==> src/hwmf_pkg.sv <==
// Shared types, constants and hash helpers for the hashed word mask filter.
package hwmf_pkg;

	localparam logic [31:0] HASH_INIT  = 32'hFFFF_FFFF;
	localparam logic [31:0] ROM_SEED   = 32'hD2A9_F7BD;
	localparam logic [31:0] ROM_MUL    = 32'h0808_8405;
	localparam logic [7:0]  SPACE_CHAR = 8'd32;
	localparam logic [7:0]  MASK_RESET = 8'd42;
	localparam logic [7:0]  UPPER_A    = 8'd65;
	localparam logic [7:0]  UPPER_Z    = 8'd90;
	localparam logic [7:0]  CASE_OFS   = 8'd32;

	localparam logic [1:0] ST_MSG   = 2'd0;
	localparam logic [1:0] ST_ADDED = 2'd1;
	localparam logic [1:0] ST_DUP   = 2'd2;
	localparam logic [1:0] ST_DROP  = 2'd3;

	typedef logic [31:0] rom_t [256];

	function automatic rom_t gen_rom();
		rom_t        r;
		logic [31:0] seed;
		seed = ROM_SEED;
		for (int i = 0; i < 256; i++) begin
			seed = seed * ROM_MUL + 32'd1;
			r[i] = seed;
		end
		return r;
	endfunction

	localparam rom_t HASH_ROM = gen_rom();

	function automatic logic [31:0] hash_byte(input logic [31:0] h, input logic [7:0] b);
		return ((h << 5) + h) ^ HASH_ROM[b];
	endfunction

	typedef struct packed {
		logic       mode;
		logic [7:0] text_byte;
		logic       end_of_text;
	} in_item_t;

	typedef struct packed {
		logic [7:0] out_byte;
		logic       was_masked;
		logic [1:0] status;
		logic       last_of_run;
	} out_item_t;

	typedef enum logic [2:0] {
		K_DICT_MID,
		K_DICT_END,
		K_SPACE,
		K_OVER_PASS,
		K_OVER_FLUSH,
		K_PLAIN_MID,
		K_PLAIN_END
	} kind_e;

	typedef struct packed {
		logic clr_step;
		logic accept;
		logic decode;
		logic rem_step;
		logic scan_rd;
		logic scan_cmp;
		logic insert;
		logic emit_stat;
		logic flush_rd;
		logic flush_emit;
		logic emit_tail;
		logic finish;
	} cmd_t;

	typedef struct packed {
		logic  clr_last;
		kind_e kind;
		logic  scan_skip;
		logic  rem_last;
		logic  way_last;
		logic  len_zero;
		logic  idx_last;
		logic  out_free;
	} sts_t;

endpackage

==> src/hwmf_ctrl.sv <==
// Sequencer for the filter: clear pass, decode, set scan, flush and emit.
module hwmf_ctrl
	import hwmf_pkg::*;
(
	input  logic clk,
	input  logic arst_n,
	input  logic in_valid,
	output logic in_stall,
	input  sts_t sts,
	output cmd_t cmd
);
	typedef enum logic [10:0] {
		S_CLEAR      = 11'b000_0000_0001,
		S_IDLE       = 11'b000_0000_0010,
		S_DECODE     = 11'b000_0000_0100,
		S_REM        = 11'b000_0000_1000,
		S_SCAN_RD    = 11'b000_0001_0000,
		S_SCAN_CMP   = 11'b000_0010_0000,
		S_INSERT     = 11'b000_0100_0000,
		S_EMIT_STAT  = 11'b000_1000_0000,
		S_FLUSH_RD   = 11'b001_0000_0000,
		S_FLUSH_EMIT = 11'b010_0000_0000,
		S_TAIL       = 11'b100_0000_0000
	} state_t;

	state_t state_q, state_d;
	logic   finish_d;
	logic   finish_q;

	// where to go once the set has been looked up (or skipped)
	function automatic state_t after_scan(input sts_t s, input logic done);
		state_t n;
		if (s.kind == K_DICT_END) begin
			n = done ? S_INSERT : S_EMIT_STAT;
		end else begin
			n = s.len_zero ? S_TAIL : S_FLUSH_RD;
		end
		return n;
	endfunction

	assign in_stall = (state_q != S_IDLE) || finish_q;

	always_comb begin
		state_d  = state_q;
		cmd      = '0;
		finish_d = 1'b0;
		unique case (state_q)
			S_CLEAR: begin
				cmd.clr_step = 1'b1;
				if (sts.clr_last) state_d = S_IDLE;
			end
			S_IDLE: begin
				if (in_valid && !finish_q) begin
					cmd.accept = 1'b1;
					state_d    = S_DECODE;
				end
			end
			S_DECODE: begin
				cmd.decode = 1'b1;
				unique case (sts.kind)
					K_DICT_MID, K_PLAIN_MID: state_d = S_IDLE;
					K_OVER_PASS:             state_d = S_TAIL;
					K_OVER_FLUSH:            state_d = S_FLUSH_RD;
					default:                 state_d = S_REM;
				endcase
			end
			S_REM: begin
				if (sts.scan_skip) begin
					state_d = after_scan(sts, 1'b0);
				end else begin
					cmd.rem_step = 1'b1;
					if (sts.rem_last) state_d = S_SCAN_RD;
				end
			end
			S_SCAN_RD: begin
				cmd.scan_rd = 1'b1;
				state_d     = S_SCAN_CMP;
			end
			S_SCAN_CMP: begin
				cmd.scan_cmp = 1'b1;
				state_d      = sts.way_last ? after_scan(sts, 1'b1) : S_SCAN_RD;
			end
			S_INSERT: begin
				cmd.insert = 1'b1;
				state_d    = S_EMIT_STAT;
			end
			S_EMIT_STAT: begin
				if (sts.out_free) begin
					cmd.emit_stat = 1'b1;
					state_d       = S_IDLE;
				end
			end
			S_FLUSH_RD: begin
				cmd.flush_rd = 1'b1;
				state_d      = S_FLUSH_EMIT;
			end
			S_FLUSH_EMIT: begin
				if (sts.out_free) begin
					cmd.flush_emit = 1'b1;
					if (!sts.idx_last) begin
						state_d = S_FLUSH_RD;
					end else if (sts.kind == K_SPACE || sts.kind == K_OVER_FLUSH) begin
						state_d = S_TAIL;
					end else begin
						state_d  = S_IDLE;
						finish_d = 1'b1;
					end
				end
			end
			S_TAIL: begin
				if (sts.out_free) begin
					cmd.emit_tail = 1'b1;
					state_d       = S_IDLE;
					finish_d      = 1'b1;
				end
			end
			default: state_d = S_CLEAR;
		endcase
		cmd.finish = finish_q;
	end

	always_ff @(posedge clk or negedge arst_n) begin
		if (!arst_n) begin
			state_q  <= S_CLEAR;
			finish_q <= 1'b0;
		end else begin
			state_q  <= state_d;
			finish_q <= finish_d;
		end
	end
endmodule

==> config.mk <==
export PLATFORM = sky130hd
export DESIGN_NAME = hwmf_ctrl
export DESIGN_NICKNAME = d
export VERILOG_FILES = /design/src/hwmf_pkg.sv /design/src/hwmf_ctrl.sv
export SDC_FILE = /design/constraint.sdc
export NUM_CORES = 1
export LEC_CHECK = 0
export ABC_AREA = 1
export BUFFER_PORTS_ARGS = -buffer_cell sky130_fd_sc_hd__buf_2
export CELL_PAD_IN_SITES_DETAIL_PLACEMENT = 0
export CELL_PAD_IN_SITES_GLOBAL_PLACEMENT = 1
export CORE_ASPECT_RATIO = 1.1
export CORE_MARGIN = 2
export CORE_UTILIZATION = 40
export CTS_BUF_LIST = sky130_fd_sc_hd__clkbuf_8
export CTS_CLUSTER_DIAMETER = 150
export DETAILED_ROUTE_END_ITERATION = 8
export PLACE_DENSITY_LB_ADDON = 0.08
export SLEW_MARGIN = 15
export SYNTH_ARGS = -nofsm -noshare
export SYNTH_HDL_FRONTEND = slang
export SYNTH_SLANG_ARGS = --single-unit
==> constraint.sdc <==
create_clock -name clk -period 4.75 [get_ports clk]
set_clock_uncertainty 0.1 [all_clocks]
set_input_delay 0.475 -clock clk [delete_from_list [all_inputs] [get_ports clk]]
set_output_delay 0.475 -clock clk [all_outputs]
set_load 0.005 [all_outputs]
==> results.toml, run 1 <==
[synthesis]
yosysWarnings = 0
ys_seq_area_share_pct = 29.50
ys_ff_latch = 12
syn_avg_cell_area_um2 = 6.553
synthCells = 156
syn_nets = 169
synth_cell_types = 25
syn_area_mm2 = 0.001022

[sta]
final_hold_viol_count = 0
finalMaxSlewViolations = 0
max_freq_mhz = 443.2
worst_slack_ns = 2.493
slew_headroom_pct = 77.14
period_share_pct = 47.51
fin_crit_ns = 2.257
tightest_slew_ns = 0.3416
rsz0062_at_grt = "false"
setup_tns_ns = 0
setup_viol = 0

[floorplanning]
core_mm2 = 0.002472
io_pins = 26
die_w_um = 52.20
die_h_um = 57.02
rows = 19
fp.dieArea_mm2 = 0.002976
start_util_pct = 41.35

[critical_path]
ff2ff_setup_slack_ns = 3.03
end_kind = "output port"
start_kind = "flip-flop"
crit_start = "state_q[0]$_DFFE_PN1P_"
crit_type = "flip-flop to output port"
crit_required_ns = 4.18
critical_path.max_fanout = 5
r2r_start = "state_q[0]$_DFFE_PN1P_"
arrival_ns = 1.68
crit_end = "cmd[10]"
r2r-end = "state_q[1]$_DFFE_PN0P_"
r2r_cells = 9

[routing]
first_iter_violations = 24
highest_layer = "met4"
remaining_drc_errors = 0
routed-wl-met3_um = 91
drt-met1-wl_um = 1069
drtPass1Iterations = 4
ant_nets = 0
dr_wl_met2_um = 1163
wl_per_cell_um = 11.12
routed_wl_um = 2391
vias = 1012
vias_per_cell = 4.707

[global_route]
grt_max_degree = 13
overflow = 0
grt_usage_pct = 18.00
grt_pass1_wl_um = 3981
antenna_found_initial = 0
grt_pass1_vias = 947

[placement]
dp_hpwl_um = 2039
place.port_buffers = 25
place_inst = 211
routabilityCongestion = 0.8703
place_ws_ns = 2.740
placed_area_mm2 = 0.001179

[clock_network]
cts_resized = 0
h-tree-depth = 1
clock_latency_ns = 0.24
cts_tree = "built"
cts_sinks = 12
cts.path.max_buffers = 2
ctsHoldBuffers = 0
cts.clk_slew.worst_paths_ns = 0.06
root_buffer = "clkbuf_8"
cts_buffers = 3
cts_setup_buffers = 0

[layout]
mostFrequentLayoutCells = "nand2_1 (41), inv_1 (31), nor2_1 (25), buf_2 (25), dfrtp_1 (11)"
antenna_cells = 0
fillerInstances = 272
design_area_mm2 = 0.001224
area_delta_synth_final_pct = 19.71
fin_cells = 215
final_common_cell = "nand2_1"
drive_gt1_share_pct = 28.80
fin_nets = 198

[power_and_ir_drop]
power.internal_mw = 0.2452
power.share.clock_pct = 23.6
netSwitchingFraction_pct = 40.69
switching_power_mw = 0.1683
p_leak_nw = 0.7605
combPwrFrac_pct = 46.2
power.density_mw_per_mm2 = 337.9
p_seq_share_pct = 30.2
ir_worst_vdd_uv = 182.8

[outcome]
status = "completed"

[job]
cap_violations = 0

[hold_path]
hp-class = "input port to asynchronous set/reset pin"
-- power groups by stage --
| stage | Clock (mW) | Combinational, mW | Sequential, mW |
|---|---|---|---|
| floorplan | 0 | 0.145 | 0.124 |
| global placement | 0 | 0.193 | 0.126 |
| detailed placement | 0 | 0.193 | 0.127 |
| finish | 0.0975 | 0.191 | 0.125 |
| global route | 0.103 | 0.214 | 0.126 |
| CTS | 0.0993 | 0.193 | 0.125 |
-- worst min-delay path by stage --
stage | endpoint | slack, ns | depth (start not counted)
floorplan | finish_q$_DFF_PN0_ | 0.08 | 0
global placement | state_q[5]$_DFFE_PN0P_ | 0.27 | 1
detailed placement | state_q[4]$_DFFE_PN0P_ | 0.28 | 1
CTS | state_q[4]$_DFFE_PN0P_ | 0.02 | 1
global route | state_q[4]$_DFFE_PN0P_ | 0.02 | 1
finish | state_q[7]$_DFFE_PN0P_ | 0.003 | 1
-- critical path, stage by stage (launching register included) --
cell     delay [ns]
dfstp_2        0.55
nor2_1         0.06
nand2_1        0.17
nor2_4         0.07
nand2_1        0.13
nand3_1        0.10
nand2_2        0.09
nand2_4        0.07
nor2_1         0.09
buf_2          0.11
-- routing by layer --
metal / vias up / track usage (%)
li1: 525 / -
met1: 456 / 21.65
met2: 24 / 30.38
met3: 7 / 2.094
met4: 0 / 10.62
met5: - / 0
-- final cells by class --
| class | instances | area (um^2) | area share (%) |
|---|---|---|---|
| clock buffers | 3 | 41.29 | 3.374 |
| well taps | 31 | 38.79 | 3.170 |
| multi-input cells | 111 | 590.6 | 48.26 |
| clock inverters | 1 | 3.754 | 0.3067 |
| repair buffers | 25 | 125.1 | 10.22 |
| flip-flops and latches | 12 | 301.5 | 24.64 |
| inverters | 32 | 122.6 | 10.02 |
-- sequential cells by signal, indices dropped and copies added (netlist names) --
| name | cells |
|---|---|
| finish_q | 1 |
| state_q | 11 |
-- logic make-up after synthesis --
group                  count (synthesis)  share of synthesized area (%)
AND/OR/NAND/NOR                      101                          51.41
AO/OA/AOI/OAI                         10                          6.365
buffers and inverters                 33                          12.73
flip-flops                            12                          29.50
-- through the flow --
step / util [%] / power, mW / hold WS [ns]
5_1_grt: 49.49 / 0.4435 / 0.02083
6_report: 49.49 / 0.4135 / 0.003032
3_5_place_dp: 47.67 / 0.3191 / 0.2754
3_3_place_gp: 47.67 / 0.3189 / 0.2741
2_1_floorplan: - / 0.2691 / 0.07941
4_1_cts: 49.49 / 0.4175 / 0.01542
-- synthesized netlist by cell type, drive strengths merged --
cell type	instances	area, um^2
nand3	12	85.08
o22ai	2	12.51
o21bai	1	11.26
buf	1	7.510
dfrtp	11	275.3
inv	32	122.6
and2	1	8.760
o31ai	1	7.510
nand4	1	6.260
nor2	34	178.9
a21oi	1	5.000
dfstp	1	26.28
nand2	49	224.0
o21ai	5	28.78
nand3b	1	7.510
nor3	3	15.01
Power figures use the tool's default switching activity.
==> run 2: changes to the inputs <==
--- a/config.mk
+++ b/config.mk
@@ -5,13 +5,13 @@
 export SDC_FILE = /design/constraint.sdc
 export NUM_CORES = 1
 export LEC_CHECK = 0
-export ABC_AREA = 1
+export ABC_AREA = 0
 export BUFFER_PORTS_ARGS = -buffer_cell sky130_fd_sc_hd__buf_2
 export CELL_PAD_IN_SITES_DETAIL_PLACEMENT = 0
 export CELL_PAD_IN_SITES_GLOBAL_PLACEMENT = 1
 export CORE_ASPECT_RATIO = 1.1
 export CORE_MARGIN = 2
-export CORE_UTILIZATION = 40
+export CORE_UTILIZATION = 36
 export CTS_BUF_LIST = sky130_fd_sc_hd__clkbuf_8
 export CTS_CLUSTER_DIAMETER = 150
 export DETAILED_ROUTE_END_ITERATION = 8
==> constraint.sdc (replaced) <==
create_clock -name clk -period 1.8 [get_ports clk]
set_clock_uncertainty 0.1 [all_clocks]
set_input_delay 0.18 -clock clk [delete_from_list [all_inputs] [get_ports clk]]
set_output_delay 0.18 -clock clk [all_outputs]
set_load 0.005 [all_outputs]
==> run 2 against run 1 <==
  * The run now ends with setup timing left
  * Register-to-register slack got worse by 3.2 ns
  * Wire length rose by 51%
  * Sequential share of layout area fell by 8.0 points
  * Die area rose by 13%
  * Core utilization rose by 17 points
  * Synthesized area rose by 2.6%
  * Synthesized cell count fell by 20%
  * Cell area rose by 51%
  * Power rose to 4.4 times the previous value
  * Critical path type unchanged
==> results.toml, run 2 <==
[layout]
multi_input_area_um2 = 854.6
antenna_cells = 0
regArea_um2 = 306.5
final_common_cell = "buf_4"
reg_top3 = "state_q (11), finish_q (1)"
regMostFlops = "state_q"
fin_cells = 231
area_delta_synth_final_pct = 76.13
largest_register_ffs = 11
utilization_pct = 66.49
mostFrequentLayoutCells = "buf_4 (44), buf_2 (20), buf_6 (11)"
fillerInstances = 225
drive_gt1_share_pct = 60.10
fin_nets = 212

[routing]
vias = 1263
wl_per_cell_um = 15.60
remaining_drc_errors = 0
routed-wl-met3_um = 174
dr_wl_met2_um = 1851
highest_layer = "met4"
routed_wl_um = 3604
drtPass1Iterations = 4
drt-met1-wl_um = 1540
ant_nets = 0
vias_per_cell = 5.468
first_iter_violations = 26

[critical_path]
critical_path.max_fanout = 3
cp_top_family = "simple AND/OR/NAND/NOR gates"
r2r_cells = 7
r2r_start = "state_q[7]$_DFFE_PN0P_"
end_kind = "output port"
crit_required_ns = 1.52
path_buf_inv = 4
slowest_delay_ns = 0.44
arrival_ns = 1.77
start_kind = "flip-flop"
ff2ff_setup_slack_ns = -0.19
cp.depth = 7
r2r-end = "state_q[10]$_DFFE_PN0P_"
crit_path_frequent_cell = "buf_4"
crit_type = "flip-flop to output port"
cp_slowest_cell = "dfrtp_2"
path_cells = "nor4_4 > buf_4 > nand3_4 > buf_6 > nor3_2 > buf_4 > buf_2"

[clock_network]
cts_buffers = 3
clock_latency_ns = 0.24
h-tree-depth = 1
cts_sinks = 12
cts_tree = "built"
cts.clk_slew.worst_paths_ns = 0.05
cts.path.max_buffers = 2
root_buffer = "clkbuf_8"

[sta]
worst_slack_ns = -0.2452
setup_viol = 21
setup_tns_ns = -3.110
max_freq_mhz = 489.0
hold-worst-slack_ns = 0.03701
tightest_slew_ns = 0.3527
rsz0062_at_grt = "true"
period_share_pct = 113.6
finalMaxSlewViolations = 0
fin_crit_ns = 2.045
slew_headroom_pct = 76.41
final_hold_viol_count = 0

[synthesis]
synth_top_area_cell = "dfrtp_1"
synthCells = 125
yosys.cell_count.top_type = "nor2_1"
syn_nets = 138
ys.flop_type = "dfrtp_1"
yosysWarnings = 0
synth_cell_types = 46
ys_seq_area_share_pct = 28.76
syn_area_mm2 = 0.001049
ys_top_cells_by_area = "dfrtp_1 (26%), nor2_1 (4.7%), nor4_4 (4.1%), nand2b_1 (3.6%), xor2_1 (3.3%)"
synth-edff-count = 0
syn_avg_cell_area_um2 = 8.388
ys_ff_latch = 12
synthArstFlopShare_pct = 100.0
synth_top_area_share_pct = 26.25
yosys-top-cells-count = "nor2_1 (13), dfrtp_1 (11), nand2_1 (6), nand2b_1 (6), nor3_1 (6)"

[global_route]
grt_pass1_wl_um = 5733
overflow = 0
antenna_found_initial = 0
grt_usage_pct = 21.77
grt_max_degree = 13
grt_pass1_vias = 1273

[power_and_ir_drop]
switching_power_mw = 0.6747
ir_worst_vdd_uv = 729.4
p_leak_nw = 0.8994
netSwitchingFraction_pct = 37.34
combPwrFrac_pct = 66.4
power.share.clock_pct = 13.9
power.internal_mw = 1.132
p_seq_share_pct = 19.7
power.density_mw_per_mm2 = 978.3

[hold_path]
min_to = "state_q[3]$_DFFE_PN0P_"
min_path_cells = 2
hp-class = "input port to flip-flop"
hold_start = "sts[4]"

[floorplanning]
start_util_pct = 37.75
die_w_um = 55.46
io_pins = 26
core_mm2 = 0.002778
fp.dieArea_mm2 = 0.003361
die_h_um = 60.60
rows = 20

[placement]
place_inst = 209
place.port_buffers = 25
routabilityCongestion = 0.8486
dp_hpwl_um = 2584

[outcome]
violations = "setup timing"
status = "finished with violations"

[job]
cap_violations = 0
-- run 2: cell count changes after synthesis, moves of 4 or more --
cell / previous run / this run
nor2_1: 25 / 13
nand2_2: 4 / 0
nand2_4: 4 / 0
inv_1: 30 / 4
nand3_1: 10 / 3
nand2_1: 41 / 6
or3_1: 0 / 4
xor2_1: 0 / 4
nor2_2: 5 / 1
nand2b_1: 0 / 6
-- run 2: what timing repair did --
| action | CTS | global route |
|---|---|---|
| gates resized for setup | 30 | 23 |
| setup endpoints to repair | 20 | 23 |
| hold endpoints to repair | 12 | 0 |
| pin swaps | 18 | 14 |
| setup buffers | 13 | 6 |
| hold buffers | 1 | 0 |
-- run 2: per-layer routing --
layer / up-vias / GRT usage (%)
met5: - / 0
met4: 0 / 5.226
met3: 4 / 3.838
met2: 36 / 39.97
met1: 611 / 27.00
li1: 612 / -
-- run 2: logic make-up after synthesis --
kind of cell | count (synthesis) | share of synthesized area (%)
compound gates | 26 | 17.54
simple gates | 69 | 42.48
xor+xnor | 4 | 3.341
buf+inv | 12 | 5.727
mux | 2 | 2.148
flops | 12 | 28.76
-- run 2: power groups by stage --
stage	clock [mW]	sequential (mW)	combinational, mW
after floorplan	0	0.346	0.407
after global placement	0	0.356	0.780
after detailed placement	0	0.356	0.784
after CTS	0.254	0.353	1.04
after global routing	0.267	0.359	1.28
final	0.251	0.356	1.20
-- run 2: layout make-up --
type                       instances  area share [%]
timing repair buffer              77           31.64
clock inverter                     1          0.2033
sequential                        12           16.60
tap                               33           2.236
clock buffer                       3           2.236
multi-input combinational        101           46.27
inverter                           4          0.8130
-- run 2: worst register-to-register path: cells and delay by family (launching register included) --
family	cells	cell delay (ns)
AOI/OAI and AO/OA	2	0.34
buffers and inverters	2	0.28
muxes	1	0.31
DFF	1	0.44
and+or+nand+nor	2	0.41
-- run 2: worst max-delay path by stage --
| stage | start | to | slack, ns |
|---|---|---|---|
| after floorplan | state_q[8]$_DFFE_PN0P_ | state_q[8]$_DFFE_PN0P_ | -0.09 |
| after global placement | state_q[2]$_DFFE_PN0P_ | in_stall | -0.12 |
| after detailed placement | state_q[7]$_DFFE_PN0P_ | state_q[8]$_DFFE_PN0P_ | -0.11 |
| after CTS | state_q[4]$_DFFE_PN0P_ | in_stall | -0.24 |
| after global routing | state_q[7]$_DFFE_PN0P_ | cmd[11] | -0.30 |
| final | state_q[7]$_DFFE_PN0P_ | cmd[11] | -0.25 |
-- run 2: metrics by stage --
step / worst slack, ns / total power [mW] / area [um^2]
2_1_floorplan: -0.08852 / 0.7527 / 1074
3_3_place_gp: -0.1150 / 1.136 / 1450
3_5_place_dp: -0.1107 / 1.140 / 1450
4_1_cts: -0.2416 / 1.645 / 1715
5_1_grt: -0.2988 / 1.910 / 1847
6_report: -0.2452 / 1.807 / 1847
==> run 3: changes to the inputs <==
--- a/config.mk
+++ b/config.mk
@@ -5,13 +5,13 @@
 export SDC_FILE = /design/constraint.sdc
 export NUM_CORES = 1
 export LEC_CHECK = 0
-export ABC_AREA = 0
+export ABC_AREA = 1
 export BUFFER_PORTS_ARGS = -buffer_cell sky130_fd_sc_hd__buf_2
 export CELL_PAD_IN_SITES_DETAIL_PLACEMENT = 0
 export CELL_PAD_IN_SITES_GLOBAL_PLACEMENT = 1
 export CORE_ASPECT_RATIO = 1.1
 export CORE_MARGIN = 2
-export CORE_UTILIZATION = 36
+export CORE_UTILIZATION = 40
 export CTS_BUF_LIST = sky130_fd_sc_hd__clkbuf_8
 export CTS_CLUSTER_DIAMETER = 150
 export DETAILED_ROUTE_END_ITERATION = 8
==> constraint.sdc (replaced) <==
create_clock -name clk -period 2.5 [get_ports clk]
set_clock_uncertainty 0.1 [all_clocks]
set_input_delay 0.25 -clock clk [delete_from_list [all_inputs] [get_ports clk]]
set_output_delay 0.25 -clock clk [all_outputs]
set_load 0.005 [all_outputs]
==> run 3 against run 2 <==
  * Sequential share of layout area grew 7.8 points
  * Combinational power shrank 70%
  * The flow now finishes without violations
  * Clock power shrank 26%
  * Global-route usage shrank 3.8 points
  * Critical endpoint is now cmd[10]
  * Critical path type unchanged
==> results.toml, run 3 (synthesis gave the netlist of run 1 again) <==
[clock_network]
cts_sinks = 12
clock_latency_ns = 0.24
cts.path.max_buffers = 2
h-tree-depth = 1
root_buffer = "clkbuf_8"
cts_buffers = 3
cts.clk_slew.worst_paths_ns = 0.05
cts_tree = "built"

[sta]
tightest_slew_ns = 0.3416
final_hold_viol_count = 0
period_share_pct = 81.26
hold-worst-slack_ns = 0.1253
worst_slack_ns = 0.4685
max_freq_mhz = 492.2
slew_headroom_pct = 77.14
fin_crit_ns = 2.032
rsz0062_at_grt = "false"
setup_tns_ns = 0
finalMaxSlewViolations = 0
setup_viol = 0

[floorplanning]
fp.dieArea_mm2 = 0.002976
start_util_pct = 41.35
io_pins = 26
die_h_um = 57.02
die_w_um = 52.20
core_mm2 = 0.002472
rows = 19

[critical_path]
cp_slowest_cell = "dfstp_2"
critical_path.max_fanout = 5
crit_required_ns = 2.15
slowest_delay_ns = 0.55
r2r-end = "state_q[1]$_DFFE_PN0P_"
end_kind = "output port"
r2r_start = "state_q[0]$_DFFE_PN1P_"
cp_top_family = "simple AND/OR/NAND/NOR gates"
ff2ff_setup_slack_ns = 0.78
r2r_cells = 9
start_kind = "flip-flop"
arrival_ns = 1.68
path_buf_inv = 1
path_cells = "nor2_1 > nand2_1 > nor2_4 > nand2_1 > nand3_1 > nand2_2 > nand2_4 > nor2_1 > buf_2"
crit_type = "flip-flop to output port"

[global_route]
grt_pass1_vias = 947
overflow = 0
antenna_found_initial = 0
grt_pass1_wl_um = 3981
grt_max_degree = 13
grt_usage_pct = 18.00

[hold_path]
min_to = "state_q[9]$_DFFE_PN0P_"
min_path_cells = 2
hold_start = "sts[0]"
hp-class = "input port to flip-flop"

[layout]
design_area_mm2 = 0.001234
reg_top3 = "state_q (11), finish_q (1)"
area_delta_synth_final_pct = 20.69
fin_cells = 216
regMostFlops = "state_q"
final_common_cell = "nand2_1"
largest_register_ffs = 11
mostFrequentLayoutCells = "nand2_1 (41), inv_1 (31), nor2_1 (25), buf_2 (25), dfrtp_1 (11)"
fin_nets = 199
antenna_cells = 0
drive_gt1_share_pct = 28.65
fillerInstances = 271

[power_and_ir_drop]
netSwitchingFraction_pct = 40.65
power.share.clock_pct = 23.5
switching_power_mw = 0.3198
power.density_mw_per_mm2 = 637.8
power.internal_mw = 0.4670
p_leak_nw = 0.7646
p_seq_share_pct = 30.1
ir_worst_vdd_uv = 347.3
combPwrFrac_pct = 46.3

[routing]
ant_nets = 0
vias = 1014
drtPass1Iterations = 4
vias_per_cell = 4.694
routed_wl_um = 2394
wl_per_cell_um = 11.08
remaining_drc_errors = 0
first_iter_violations = 24

[outcome]
status = "completed"

[job]
cap_violations = 0

[placement]
place_inst = 211
place_ws_ns = 0.7145
routabilityCongestion = 0.8703
place.port_buffers = 25
placed_area_mm2 = 0.001179
dp_hpwl_um = 2039
[run 3: timing repair]
action	4_1_cts	5_1_grt
setup buffers	0	0
hold endpoints to repair	11	0
hold buffers	1	0
gates resized for setup	0	0
[run 3: how the worst max path moves through the flow]
stage                                       from      end  slack, ns  cells after the start
after floorplan           state_q[0]$_DFFE_PN1P_  cmd[10]       0.93                      8
after global placement    state_q[0]$_DFFE_PN1P_  cmd[10]       0.72                      9
after detailed placement  state_q[0]$_DFFE_PN1P_  cmd[10]       0.71                      9
after CTS                 state_q[0]$_DFFE_PN1P_  cmd[10]       0.45                      9
after global routing      state_q[2]$_DFFE_PN0P_  cmd[10]       0.31                      9
final                     state_q[0]$_DFFE_PN1P_  cmd[10]       0.47                      9
[run 3: final cells by class]
class	instances	area, um^2	area share, %
Clock buffer	3	41.29	3.347
Clock inverter	1	3.754	0.3043
Inverter	32	122.6	9.939
Multi-Input combinational cell	111	590.6	47.87
Sequential cell	12	301.5	24.44
Tap cell	31	38.79	3.144
Timing Repair Buffer	26	135.1	10.95
[run 3: power groups by stage]
stage | clock, mW | sequential, mW | combinational (mW)
floorplan | 0 | 0.236 | 0.275
detailed placement | 0 | 0.240 | 0.366
global placement | 0 | 0.239 | 0.366
global route | 0.197 | 0.239 | 0.408
CTS | 0.189 | 0.237 | 0.369
finish | 0.185 | 0.237 | 0.364
[run 3: per-layer routing]
layer	wire (um)	vias to the layer above	GRT usage, %
met1	1075	456	21.65
met5	0	-	0
met4	68	0	10.62
met2	1163	24	30.38
li1	-	527	-
met3	88	7	2.094
[run 3: stage by stage]
step,power (mW),util (%)
5_1_grt,0.8438,49.90
2_1_floorplan,0.5113,-
3_5_place_dp,0.6062,47.67
6_report,0.7868,49.90
4_1_cts,0.7944,49.90
3_3_place_gp,0.6058,47.67
